<file path="src/hw/rtl/periodic_sample_store_macros.svh">
// Assertion macros for the periodic sample store.
// Used by the top level; no other dependencies.
`ifndef PERIODIC_SAMPLE_STORE_MACROS_SVH
`define PERIODIC_SAMPLE_STORE_MACROS_SVH
`ifndef SYNTHESIS
`define PSS_ASSERT(label, clk, rstn, prop) \
  label: assert property (@(posedge clk) disable iff (!rstn) prop) \
    else $error("assertion failed");
`define PSS_ASSERT_NEVER(label, clk, rstn, expr) \
  label: assert property (@(posedge clk) disable iff (!rstn) !(expr)) \
    else $error("forbidden condition");
`else
`define PSS_ASSERT(label, clk, rstn, prop)
`define PSS_ASSERT_NEVER(label, clk, rstn, expr)
`endif
`endif

</file>
<file path="src/hw/rtl/pss_pkg.sv">
// Shared types and constants for the periodic sample store.
// No dependencies.
package pss_pkg;
  localparam logic [2:0] ST_OK       = 3'd0;
  localparam logic [2:0] ST_PERIOD   = 3'd1;
  localparam logic [2:0] ST_PHASE    = 3'd2;
  localparam logic [2:0] ST_MISALIGN = 3'd3;
  localparam logic [2:0] ST_FULL     = 3'd4;
  localparam logic [31:0] MARKER_RESET = 32'hD8F1_0000;

  // controller to datapath
  typedef struct packed {
    logic load;       // capture input beat
    logic div_start;  // start offset division
    logic decide;     // evaluate outcome after division
    logic fill_step;  // write one gap slot
    logic final_wr;   // write the sample slot and commit
    logic rd_issue;   // issue RAM read
    logic rd_done;    // form read result
  } pss_cmd_t;

  // datapath to controller
  typedef struct packed {
    logic div_busy;
    logic is_read;
    logic fill_left;  // more gap slots remain
    logic need_rd;    // read must fetch a RAM slot
    logic do_write;   // insert commits a write
  } pss_stat_t;
endpackage

</file>
<file path="src/hw/rtl/pss_ctrl.sv">
// Controller: sequences division, gap fill, write or read, and result beat.
// Depends on pss_pkg.
module pss_ctrl
  import pss_pkg::*;
(
  input  logic      clk_i,
  input  logic      rst_ni,
  input  logic      in_valid_i,
  output logic      in_ready_o,
  output logic      out_valid_o,
  input  logic      out_ready_i,
  output pss_cmd_t  cmd_o,
  input  pss_stat_t stat_i
);
  localparam logic [2:0] S_IDLE = 3'd0;
  localparam logic [2:0] S_DIV0 = 3'd1;
  localparam logic [2:0] S_DIV  = 3'd2;
  localparam logic [2:0] S_FILL = 3'd3;
  localparam logic [2:0] S_RD   = 3'd4;
  localparam logic [2:0] S_RDW  = 3'd5;
  localparam logic [2:0] S_OUT  = 3'd6;

  logic [2:0] state_q, state_d;

  always_comb begin
    state_d = state_q;
    cmd_o = '0;
    in_ready_o = 1'b0;
    out_valid_o = 1'b0;
    unique case (state_q)
      S_IDLE: begin
        in_ready_o = 1'b1;
        if (in_valid_i) begin
          cmd_o.load = 1'b1; state_d = S_DIV0;
        end
      end
      S_DIV0: begin
        cmd_o.div_start = 1'b1; state_d = S_DIV;
      end
      S_DIV: begin
        if (!stat_i.div_busy) begin
          cmd_o.decide = 1'b1; state_d = S_FILL;
        end
      end
      S_FILL: begin
        if (stat_i.is_read) begin
          state_d = stat_i.need_rd ? S_RD : S_OUT;
        end else if (stat_i.fill_left) begin
          cmd_o.fill_step = 1'b1;
        end else begin
          cmd_o.final_wr = 1'b1; state_d = S_OUT;
        end
      end
      S_RD: begin
        cmd_o.rd_issue = 1'b1; state_d = S_RDW;
      end
      S_RDW: begin
        cmd_o.rd_done = 1'b1; state_d = S_OUT;
      end
      S_OUT: begin
        out_valid_o = 1'b1;
        if (out_ready_i) state_d = S_IDLE;
      end
      default: state_d = S_IDLE;
    endcase
  end

  always_ff @(posedge clk_i or negedge rst_ni) begin
    if (!rst_ni) state_q <= S_IDLE;
    else state_q <= state_d;
  end
endmodule

</file>
<file path="config.mk">
export PLATFORM = sky130hd
export DESIGN_NAME = pss_ctrl
export DESIGN_NICKNAME = d
export VERILOG_FILES = /design/src/hw/rtl/periodic_sample_store_macros.svh /design/src/hw/rtl/pss_pkg.sv /design/src/hw/rtl/pss_ctrl.sv
export SDC_FILE = /design/constraint.sdc
export NUM_CORES = 1
export LEC_CHECK = 0
export BUFFER_PORTS_ARGS = -buffer_cell sky130_fd_sc_hd__buf_2
export CELL_PAD_IN_SITES_DETAIL_PLACEMENT = 1
export CELL_PAD_IN_SITES_GLOBAL_PLACEMENT = 2
export CORE_AREA = 2 2 43 45
export DETAILED_ROUTE_END_ITERATION = 10
export DIE_AREA = 0 0 45 47
export MAX_ROUTING_LAYER = met4
export PLACE_DENSITY = 0.66
export SYNTH_ARGS = -nofsm -noshare
export SYNTH_HDL_FRONTEND = slang
export SYNTH_SLANG_ARGS = --single-unit
</file>
<file path="constraint.sdc">
create_clock -name clk_i -period 1.15 [get_ports clk_i]
set_clock_uncertainty 0.1 [all_clocks]
set_input_delay 0.23 -clock clk_i [delete_from_list [all_inputs] [get_ports clk_i]]
set_output_delay 0.23 -clock clk_i [all_outputs]
set_load 0.005 [all_outputs]
</file>
* After elaboration in Yosys (flattened, before gate mapping) *
Cells that the tools add are included.

storage, ports and cells
  output and inout port bits = 9
  register bits = 3
  logic and storage cells = 33
  bits of input ports = 9

cells by class
  mux-type cells = 20
  reductions and logical operators = 2
  equal/unequal tests = 10

operator list
  kind                                                              count
  3-bit case mux with 7 select lines                                1
  3-bit two-way mux                                                 5
  1-bit two-way mux                                                 11
  3-bit == test (second input constant)                             3
  3-bit by 2-bit == test with 1-bit output (second input constant)  2
  2-bit two-way mux                                                 3
  2-bit inequality test (second input constant)                     3
  4-bit AND reduction                                               1
  3-bit by 1-bit == test with 1-bit output (second input constant)  1
  3-bit logical NOT                                                 1
  3-bit inequality test (second input constant)                     1

* Depth between registers and ports, before layout *
Gate-level depths: netlist of run 1.

  word-level depth = 3
  gate-level depth with buffers = 4
  gate-level depth less buffers = 3

* Worst setup path before layout of run 1 *
No wires, ideal clock.

  path type = register to output
  start point = register state_q[2]
  end point = output port cmd_o[6] (netlist bit)
  path buffers = 1
  cell stages (with the launch flop) = 4
  arrival time = 0.911 ns
  path slack = -0.091 ns
  data required time = 0.820 ns
  path through = dfrtp_1 buf_4 nor3_1 and2_1

RTL lines
  item                    line            text
  start, declared         pss_ctrl.sv:23  logic [2:0] state_q, state_d;
  start signal, assigned  pss_ctrl.sv:70  else state_q <= state_d;
  end, declared           pss_ctrl.sv:12  output pss_cmd_t cmd_o,

* Worst setup path in the final report of run 1 *
  start point = register state_q[2]
  end point = register state_q[0]

on the way
  word-level cells in the longest chain between the ends = 3
  elaborated cells between the ends (all ways) = 13
  classes of those cells = eq/ne: 10; mux: 1; reduce/logical: 2

RTL lines
  item                                                                      line            text
  3-bit by 2-bit == test with 1-bit output, or another cell as far along    pss_ctrl.sv:30  unique case (state_q)
  3-bit inequality test (no line) or 2-bit inequality test (tied branches)  -
  4-bit AND reduction (no line)                                             -

Parallel ways exist; a longest one is shown, timed or not.
A chain may end at the register's enable or synchronous reset.

==> flow_metrics.env, run 1 <==
export IMPL_power_frac_seq_pct=24.1
export IMPL_ys_types=20
export IMPL_hp_class="in2async"
export IMPL_hold_violations=0
export IMPL_p_switching_w=0.000491
export IMPL_synth_area_sq_um=238
export IMPL_grt_pass1_vias=335
export IMPL_reg2reg_setup_slack_ps=-320
export IMPL_grt_pass1_wl_microns=1310
export IMPL_dp_hpwl_microns=525
export IMPL_holdWs_ps=229
export IMPL_core_sq_um=1650
export IMPL_grt_max_degree=9
export IMPL_min_period_over_period_pct=128
export IMPL_slew_headroom_pct=85.3
export IMPL_rr_startpoint="state_q[2]"
export IMPL_status="finished with violations"
export IMPL_dr_pass1_iters=4
export IMPL_setup_worst_path_end_class="flip-flop"
export IMPL_antenna_found_initial=0
export IMPL_yosys_top_cells_area="dfrtp_1 (32%), nor3b_4 (7.9%), nor3_1 (6.3%)"
export IMPL_startpoint_type="flip-flop"
export IMPL_busiest_layer="met2"
export IMPL_synth_seq_cells=3
export IMPL_dp_cells=63
export IMPL_p_int_w=0.000741
export IMPL_vdd_ir_drop_worst_mv=0.634
export IMPL_ant_nets=0
export IMPL_power_frac_comb_pct=61.3
export IMPL_dp_slack_ps=-164
export IMPL_clk_pin_slew_ps=40
export IMPL_total_power_w=0.00123
export IMPL_fmax_mhz=681
export IMPL_syn_area_per_cell_sq_um=8.49
export IMPL_tritoncts="done"
export IMPL_die_w_microns=45
export IMPL_first_iter_violations=2
export IMPL_antenna_cells=0
export IMPL_tns_ps=-2930
export IMPL_grt_total_usage_pct=9.23
export IMPL_setup_viol=12
export IMPL_grt_use_met1_pct=10.1
export IMPL_cp_max_fo=8
export IMPL_drv_cap=0
export IMPL_cts_sinks=3
export IMPL_rows=15
export IMPL_violations="negative setup slack"
export IMPL_syn_inst=28
export IMPL_io_buffers=16
export IMPL_slew_violations=0
export IMPL_p_leak_nw=0.256
export IMPL_reg2regPathDepth=5
export IMPL_yosys_warnings=0
export IMPL_grt_use_met2_pct=15.1
export IMPL_crit_required_ps=1150
export IMPL_routabilityCongestion=0.625
export IMPL_pwr_share_clk_pct=14.7
export IMPL_initial_core_util_pct=14.4
export IMPL_via_count=317
export IMPL_area_delta_synth_final_pct=120
export IMPL_grt_overflow=0
export IMPL_yosys_area_top_type_share_pct=31.6
export IMPL_htreeDepth=1
export IMPL_die_h_microns=47
export IMPL_routed_wirelength_microns=820
export IMPL_worst_slack_ps=-318
export IMPL_p_per_area_nw_per_um2=2350
export IMPL_largest_registers="state_q x3"
export IMPL_yosysTopAreaCell="dfrtp_1"
export IMPL_clk_insertion_delay_late_ps=230
export IMPL_ys_seq_area_share_pct=31.6
export IMPL_switching_share_pct=39.9
export IMPL_fin_cells=76
export IMPL_finalCriticalPeriod_ps=1470
export IMPL_largest_reg_flops=3
export IMPL_cts_root_buf="clkbuf_4"
export IMPL_cts_buffers=3
export IMPL_r2r_end="state_q[0]"
export IMPL_drt_wirelength_per_cell_microns=10.8
export IMPL_top_register="state_q"
export IMPL_dieArea_sq_um=2120
export IMPL_ios=18
export IMPL_grt_use_met3_pct=4.62
export IMPL_worstMarginPinSlew_ps=220
export IMPL_routed_via_density=4.17
export IMPL_syn_nets=37
export IMPL_clock_path_buffers=2
export IMPL_drc=0
export IMPL_rsz0062_at_grt="yes"
export IMPL_worstSetupPathType="reg2reg"
export IMPL_drive_above_1_share_pct=81.4
export IMPL_num_nets_final=69
export IMPL_arrival_ps=1470
## metrics by stage
| stage | utilization (%) | area (sq um) |
|---|---|---|
| finish | 31.7 | 523 |
| global route | 31.7 | 523 |
| CTS | 29.8 | 493 |
| detailed placement | 21.9 | 362 |
| global placement | 21.9 | 362 |
| floorplan | - | 253 |
## timing repair
item	in CTS	in global routing
hold buffers	1	0
setup endpoints to repair	12	12
endpoints found under the hold margin	3	0
gates resized for setup	12	5
pin swaps	6	2
gates cloned	0	0
buffers inserted	7	1
## synth_stat cells
library cell / count
or3_1: 1
nor2b_1: 1
o31ai_1: 1
inv_2: 1
nor4b_2: 1
nand2_1: 2
dfrtp_1: 3
and2_1: 1
nor3_1: 3
o21ai_0: 1
nand2_2: 1
nor2_1: 3
nand2b_1: 1
nor4_1: 1
a21oi_1: 2
nor3b_1: 1
buf_6: 1
o21ai_1: 1
nor3b_4: 1
buf_4: 1
## power groups by stage
stage / Combinational [W] / Clock [W] / Sequential (W)
4_1_cts: 0.000685 / 0.000190 / 0.000289
5_1_grt: 0.000827 / 0.000208 / 0.000309
6_report: 0.000755 / 0.000181 / 0.000296
3_3_place_gp: 0.000390 / 0 / 0.000307
3_5_place_dp: 0.000391 / 0 / 0.000310
2_1_floorplan: 0.000354 / 0 / 0.000215
## cells in the final DEF, fill, tap and decap left out
cell type	netlist	routed
o21ai_0	1	1
nor4b_2	1	1
buf_2	0	16
nor2b_1	1	1
nor4_2	0	1
o31ai_4	0	1
nand2_4	0	1
nand2_1	2	2
nor3_2	0	3
nor2_1	3	1
nor3b_4	1	1
o21ai_1	1	1
nor2_2	0	2
a21oi_1	2	1
inv_2	1	1
or3_1	1	1
clkbuf_1	0	1
clkbuf_4	0	3
dlygate4sd3_1	0	1
buf_4	1	9
nand2b_4	0	1
dfrtp_2	0	3
a21oi_2	0	1
and2_1	1	1
nor3b_2	0	1
buf_6	1	3
## area by class of cell
cell class	count	area, sq um
Clock buffer	4	26.3
Timing Repair Buffer	29	191
Sequential cell	3	78.8
Fill cell	210	1130
Inverter	1	3.75
Tap cell	17	21.3
Multi-Input combinational cell	22	201
## how the worst max path moves through the flow
stage	from	endpoint	cells past startpoint
global placement	state_q[0]	cmd_o[4]	2
finish	state_q[2]	state_q[0]	5
CTS	state_q[0]	cmd_o[3]	4
detailed placement	state_q[0]	cmd_o[2]	3
floorplan	state_q[1]	state_q[0]	2
global route	state_q[2]	cmd_o[4]	2
## metal layers
metal	vias up	wire length, microns
li1	160	-
met1	144	365
met2	13	398
met3	0	56
met4	0	0
met5	-	0
## critical path, cell delays in order, from the launching register on
cell	delay (ps)
dfrtp_2	480
buf_4	170
buf_6	100
nor2_2	80
nor3_2	50
or3_1	360
## kinds of logic (layout without fill, tap and decap cells)
| logic type | count (synthesis) | count (layout) | share of synthesized area (%) |
|---|---|---|---|
| simple gates | 17 | 17 | 47.4 |
| flops | 3 | 3 | 31.6 |
| compound gates | 5 | 5 | 11.6 |
| buf+inv | 3 | 34 | 9.47 |
Note: power is estimated with default switching activity, not from simulation.
==> run 2: changes to the inputs <==
--- a/config.mk
+++ b/config.mk
@@ -16,3 +16,4 @@
 export SYNTH_ARGS = -nofsm -noshare
 export SYNTH_HDL_FRONTEND = slang
 export SYNTH_SLANG_ARGS = --single-unit
+export TNS_END_PERCENT = 10
==> flow_metrics.env, run 2 (synthesized netlist as in run 1, its figures left out) <==
export IMPL_total_power_w=0.000997
export IMPL_min_period_over_period_pct=127
export IMPL_via_count=293
export IMPL_cts_sinks=3
export IMPL_largest_reg_flops=3
export IMPL_finalCriticalPeriod_ps=1460
export IMPL_hp_class="in2reg"
export IMPL_reg2reg_setup_slack_ps=-110
export IMPL_htreeDepth=1
export IMPL_p_per_area_nw_per_um2=2250
export IMPL_die_h_microns=47
export IMPL_rr_startpoint="state_q[2]"
export IMPL_drt_wirelength_per_cell_microns=10.3
export IMPL_p_leak_nw=0.222
export IMPL_initial_core_util_pct=14.4
export IMPL_holdWs_ps=225
export IMPL_slowest_stage="dfrtp_2"
export IMPL_antenna_cells=0
export IMPL_core_sq_um=1650
export IMPL_postLayoutCellArea_sq_um=443
export IMPL_die_w_microns=45
export IMPL_hold_violations=0
export IMPL_violations="negative setup slack"
export IMPL_slew_violations=0
export IMPL_routed_via_density=4.13
export IMPL_io_buffers=16
export IMPL_busiest_layer="met2"
export IMPL_top_register="state_q"
export IMPL_slew_headroom_pct=85.0
export IMPL_ios=18
export IMPL_min_path_cells=4
export IMPL_cp_cell_sequence="buf_4, nor3_1, buf_2"
export IMPL_cp_max_fo=4
export IMPL_worst_slack_ps=-314
export IMPL_largest_registers="state_q x3"
export IMPL_tritoncts="done"
export IMPL_dr_pass1_iters=2
export IMPL_grt_use_met1_pct=9.91
export IMPL_antenna_found_initial=0
export IMPL_crit_required_ps=820
export IMPL_ant_nets=0
export IMPL_dp_cells=63
export IMPL_final_common_cell="buf_2"
export IMPL_setup_worst_path_end_class="output port"
export IMPL_grt_max_degree=10
export IMPL_vdd_ir_drop_worst_mv=0.551
export IMPL_placed_area_sq_um=362
export IMPL_r2r_end="state_q[0]"
export IMPL_grt_use_met2_pct=12.3
export IMPL_final_core_util_pct=26.8
export IMPL_layout_common_cells="buf_2 (16), buf_4 (6), nor2_1 (3), clkbuf_4 (3), dfrtp_2 (3)"
export IMPL_grt_pass1_vias=297
export IMPL_area_delta_synth_final_pct=86.3
export IMPL_fin_cells=71
export IMPL_worstSetupPathType="reg2out"
export IMPL_routed_wirelength_microns=731
export IMPL_routabilityCongestion=0.625
export IMPL_cts_buffers=3
export IMPL_drc=0
export IMPL_fmax_mhz=683
export IMPL_drv_cap=0
export IMPL_grt_use_met3_pct=4.62
export IMPL_clk_pin_slew_ps=40
export IMPL_slowest_delay_ps=430
export IMPL_grt_total_usage_pct=8.32
export IMPL_startpoint_type="flip-flop"
export IMPL_status="finished with violations"
export IMPL_drive_above_1_share_pct=68.5
export IMPL_clock_path_buffers=2
export IMPL_rsz0062_at_grt="yes"
export IMPL_cts_root_buf="clkbuf_4"
export IMPL_dieArea_sq_um=2120
export IMPL_grt_overflow=0
export IMPL_dp_hpwl_microns=525
export IMPL_reg2regPathDepth=3
export IMPL_arrival_ps=1130
export IMPL_grt_pass1_wl_microns=1170
export IMPL_rows=15
export IMPL_crit_path_start="state_q[0]"
export IMPL_num_nets_final=64
export IMPL_clk_insertion_delay_late_ps=230
export IMPL_first_iter_violations=3
export IMPL_setup_viol=12
export IMPL_min_from="out_ready_i"
export IMPL_worstMarginPinSlew_ps=225
export IMPL_crit_end="cmd_o[1]"
==> run 2: repair_timing <==
action / 4_1_cts / 5_1_grt
buffers inserted: 3 / 0
hold buffers: 1 / 0
resized for setup: 8 / 0
endpoints found under the setup margin: 12 / 12
pin swaps: 3 / 1
endpoints found under the hold margin: 3 / 0
==> run 2: power breakdown <==
group          total (W)  leakage [nW]  internal (W)  switching, W
Combinational   0.000527         0.173      0.000297      0.000230
Clock           0.000181        0.0150      0.000130     0.0000509
Sequential      0.000288        0.0335      0.000165      0.000123
Total           0.000997         0.222      0.000592      0.000404
==> run 2: how the worst min path moves through the flow <==
stage            endpoint  slack (ps)
6_report       state_q[2]         220
5_1_grt        state_q[0]         220
4_1_cts        state_q[2]         220
3_5_place_dp   state_q[0]         -70
3_3_place_gp   state_q[0]         -70
2_1_floorplan  state_q[0]        -170
==> run 2: cell type report <==
type | count | area, sq um
inverters | 1 | 3.75
well taps | 17 | 21.3
clock buffers | 4 | 26.3
flip-flops and latches | 3 | 78.8
multi-input cells | 22 | 166
fillers | 212 | 1210
repair buffers | 24 | 146
==> run 2: through the flow <==
step           setup WS (ps)  setup TNS (ps)
2_1_floorplan          -25.1           -44.5
6_report                -314           -2750
3_5_place_dp            -164           -1350
5_1_grt                 -410           -3640
3_3_place_gp            -147           -1160
4_1_cts                 -336           -3010
==> run 2: critical path: cells and delay by family (launching register included) <==
kind | cells | cell delay, ps
buffers and inverters | 2 | 300
and+or+nand+nor | 1 | 180
DFF | 1 | 430
==> run 2: routing by layer <==
| metal | part of all wire (%) | vias to the layer above |
|---|---|---|
| met3 | 7.9 | 0 |
| li1 | - | 149 |
| met5 | 0 | - |
| met2 | 47 | 13 |
| met4 | 0 | 0 |
| met1 | 45 | 131 |
==> run 3: changes to the inputs <==
==> constraint.sdc (replaced) <==
create_clock -name clk_i -period 1.15 [get_ports clk_i]
set_clock_uncertainty 0.1 [all_clocks]
set_input_delay 0.23 -clock clk_i [delete_from_list [all_inputs] [get_ports clk_i]]
set_output_delay 0.23 -clock clk_i [all_outputs]
set_load 0.05 [all_outputs]
==> flow_metrics.env, run 3 (synthesized netlist as in run 1, its figures left out) <==
export IMPL_status="finished with violations"
export IMPL_violations="negative setup slack"
export IMPL_p_per_area_nw_per_um2=2860
export IMPL_power_frac_comb_pct=72.9
export IMPL_finalCriticalPeriod_ps=1570
export IMPL_core_sq_um=1650
export IMPL_hold_violations=0
export IMPL_clock_path_buffers=2
export IMPL_dieArea_sq_um=2120
export IMPL_grt_overflow=0
export IMPL_grt_pass1_vias=342
export IMPL_num_nets_final=71
export IMPL_routed_wirelength_microns=915
export IMPL_antenna_cells=0
export IMPL_p_leak_nw=0.269
export IMPL_total_power_w=0.00167
export IMPL_grt_use_met1_pct=10.1
export IMPL_htreeDepth=1
export IMPL_fmax_mhz=635
export IMPL_rsz0062_at_grt="yes"
export IMPL_routabilityCongestion=0.735
export IMPL_largest_reg_flops=3
export IMPL_grt_use_met3_pct=4.62
export IMPL_clk_pin_slew_ps=40
export IMPL_cts_buffers=3
export IMPL_grt_pass1_wl_microns=1480
export IMPL_cp_max_fo=7
export IMPL_tns_ps=-3950
export IMPL_first_iter_violations=1
export IMPL_switching_share_pct=48.5
export IMPL_slew_headroom_pct=84.2
export IMPL_dp_cells=67
export IMPL_worstMarginPinSlew_ps=236
export IMPL_crit_path_start="state_q[1]"
export IMPL_reg2regPathDepth=5
export IMPL_p_switching_w=0.000809
export IMPL_final_common_cell="buf_4"
export IMPL_area_delta_synth_final_pct=146
export IMPL_rr_startpoint="state_q[2]"
export IMPL_dp_slack_ps=-350
export IMPL_min_period_over_period_pct=137
export IMPL_layout_common_cells="buf_4 (11), buf_6 (10), buf_2 (7)"
export IMPL_cts_root_buf="clkbuf_4"
export IMPL_ant_nets=0
export IMPL_clk_insertion_delay_late_ps=240
export IMPL_grt_total_usage_pct=10.8
export IMPL_reg2reg_setup_slack_ps=-200
export IMPL_rows=15
export IMPL_busiest_layer="met2"
export IMPL_ios=18
export IMPL_routed_via_density=4.33
export IMPL_drive_above_1_share_pct=75.4
export IMPL_fin_cells=78
export IMPL_arrival_ps=1240
export IMPL_largest_registers="state_q x3"
export IMPL_cts_sinks=3
export IMPL_hp_class="in2reg"
export IMPL_grt_max_degree=8
export IMPL_dr_pass1_iters=2
export IMPL_top_register="state_q"
export IMPL_worstSetupPathType="reg2out"
export IMPL_antenna_found_initial=0
export IMPL_tritoncts="done"
export IMPL_via_count=338
export IMPL_die_w_microns=45
export IMPL_setup_viol=12
export IMPL_drt_wirelength_per_cell_microns=11.7
export IMPL_drv_cap=0
export IMPL_io_buffers=16
export IMPL_startpoint_type="flip-flop"
export IMPL_drc=0
export IMPL_vdd_ir_drop_worst_mv=0.854
export IMPL_slew_violations=0
export IMPL_dp_hpwl_microns=612
export IMPL_die_h_microns=47
export IMPL_initial_core_util_pct=14.4
export IMPL_worst_slack_ps=-424
export IMPL_pwr_share_clk_pct=11.4
export IMPL_p_int_w=0.000861
export IMPL_grt_use_met2_pct=18.9
export IMPL_crit_required_ps=820
export IMPL_crit_end="cmd_o[0]"
export IMPL_power_frac_seq_pct=15.7
export IMPL_setup_worst_path_end_class="output port"
export IMPL_r2r_end="state_q[0]"
==> run 3: cell types whose count changed in the layout (fill, tap and decap cells not counted), sizes merged <==
cell	before	now
buf	23	29
clkbuf	4	5
==> run 3: layout make-up <==
class	instances	area [sq um]
Fill cell	200	1070
Inverter	1	3.75
Multi-Input combinational cell	22	193
Timing Repair Buffer	31	263
Clock buffer	4	26.3
Sequential cell	3	77.6
Tap cell	17	21.3
==> run 3: power groups by stage <==
stage | logic, W | registers [W] | clock network (W)
4_1_cts | 0.00120 | 0.000257 | 0.000198
6_report | 0.00122 | 0.000262 | 0.000190
5_1_grt | 0.00130 | 0.000280 | 0.000208
3_5_place_dp | 0.000923 | 0.000251 | 0
2_1_floorplan | 0.000722 | 0.000219 | 0
3_3_place_gp | 0.000916 | 0.000246 | 0
==> run 3: through the flow <==
stage / cell area (sq um) / util (%) / hold WS [ps]
floorplan: 289 / - / -166
CTS: 579 / 35.1 / 209
finish: 584 / 35.4 / 215
global route: 584 / 35.4 / 222
detailed placement: 428 / 25.9 / -71.9
global placement: 428 / 25.9 / -70.1
==> run 3: worst min path at each step <==
stage / start / end / slack, ps / depth (start not counted)
6_report: out_ready_i / state_q[2] / 210 / 4
5_1_grt: rst_ni / state_q[1] / 220 / 2
4_1_cts: out_ready_i / state_q[2] / 210 / 4
3_5_place_dp: rst_ni / state_q[1] / -70 / 1
3_3_place_gp: rst_ni / state_q[1] / -70 / 1
2_1_floorplan: rst_ni / state_q[0] / -170 / 0
==> run 3: worst max-delay path, stage by stage (launching register included) <==
cell	delay (ps)
dfrtp_2	460
nand2b_1	220
nor2_1	150
buf_6	170
==> run 3: repair_timing <==
action | CTS | global route
endpoints found under the hold margin | 3 | 0
endpoints found under the setup margin | 11 | 12
pin swaps | 6 | 1
hold buffers | 1 | 0
gates resized for setup | 23 | 2
setup buffers | 6 | 0
==> run 3: layer usage <==
layer,wire [microns],vias up
met2,505,17
li1,-,163
met5,0,-
met4,10,0
met3,72,2
met1,327,156
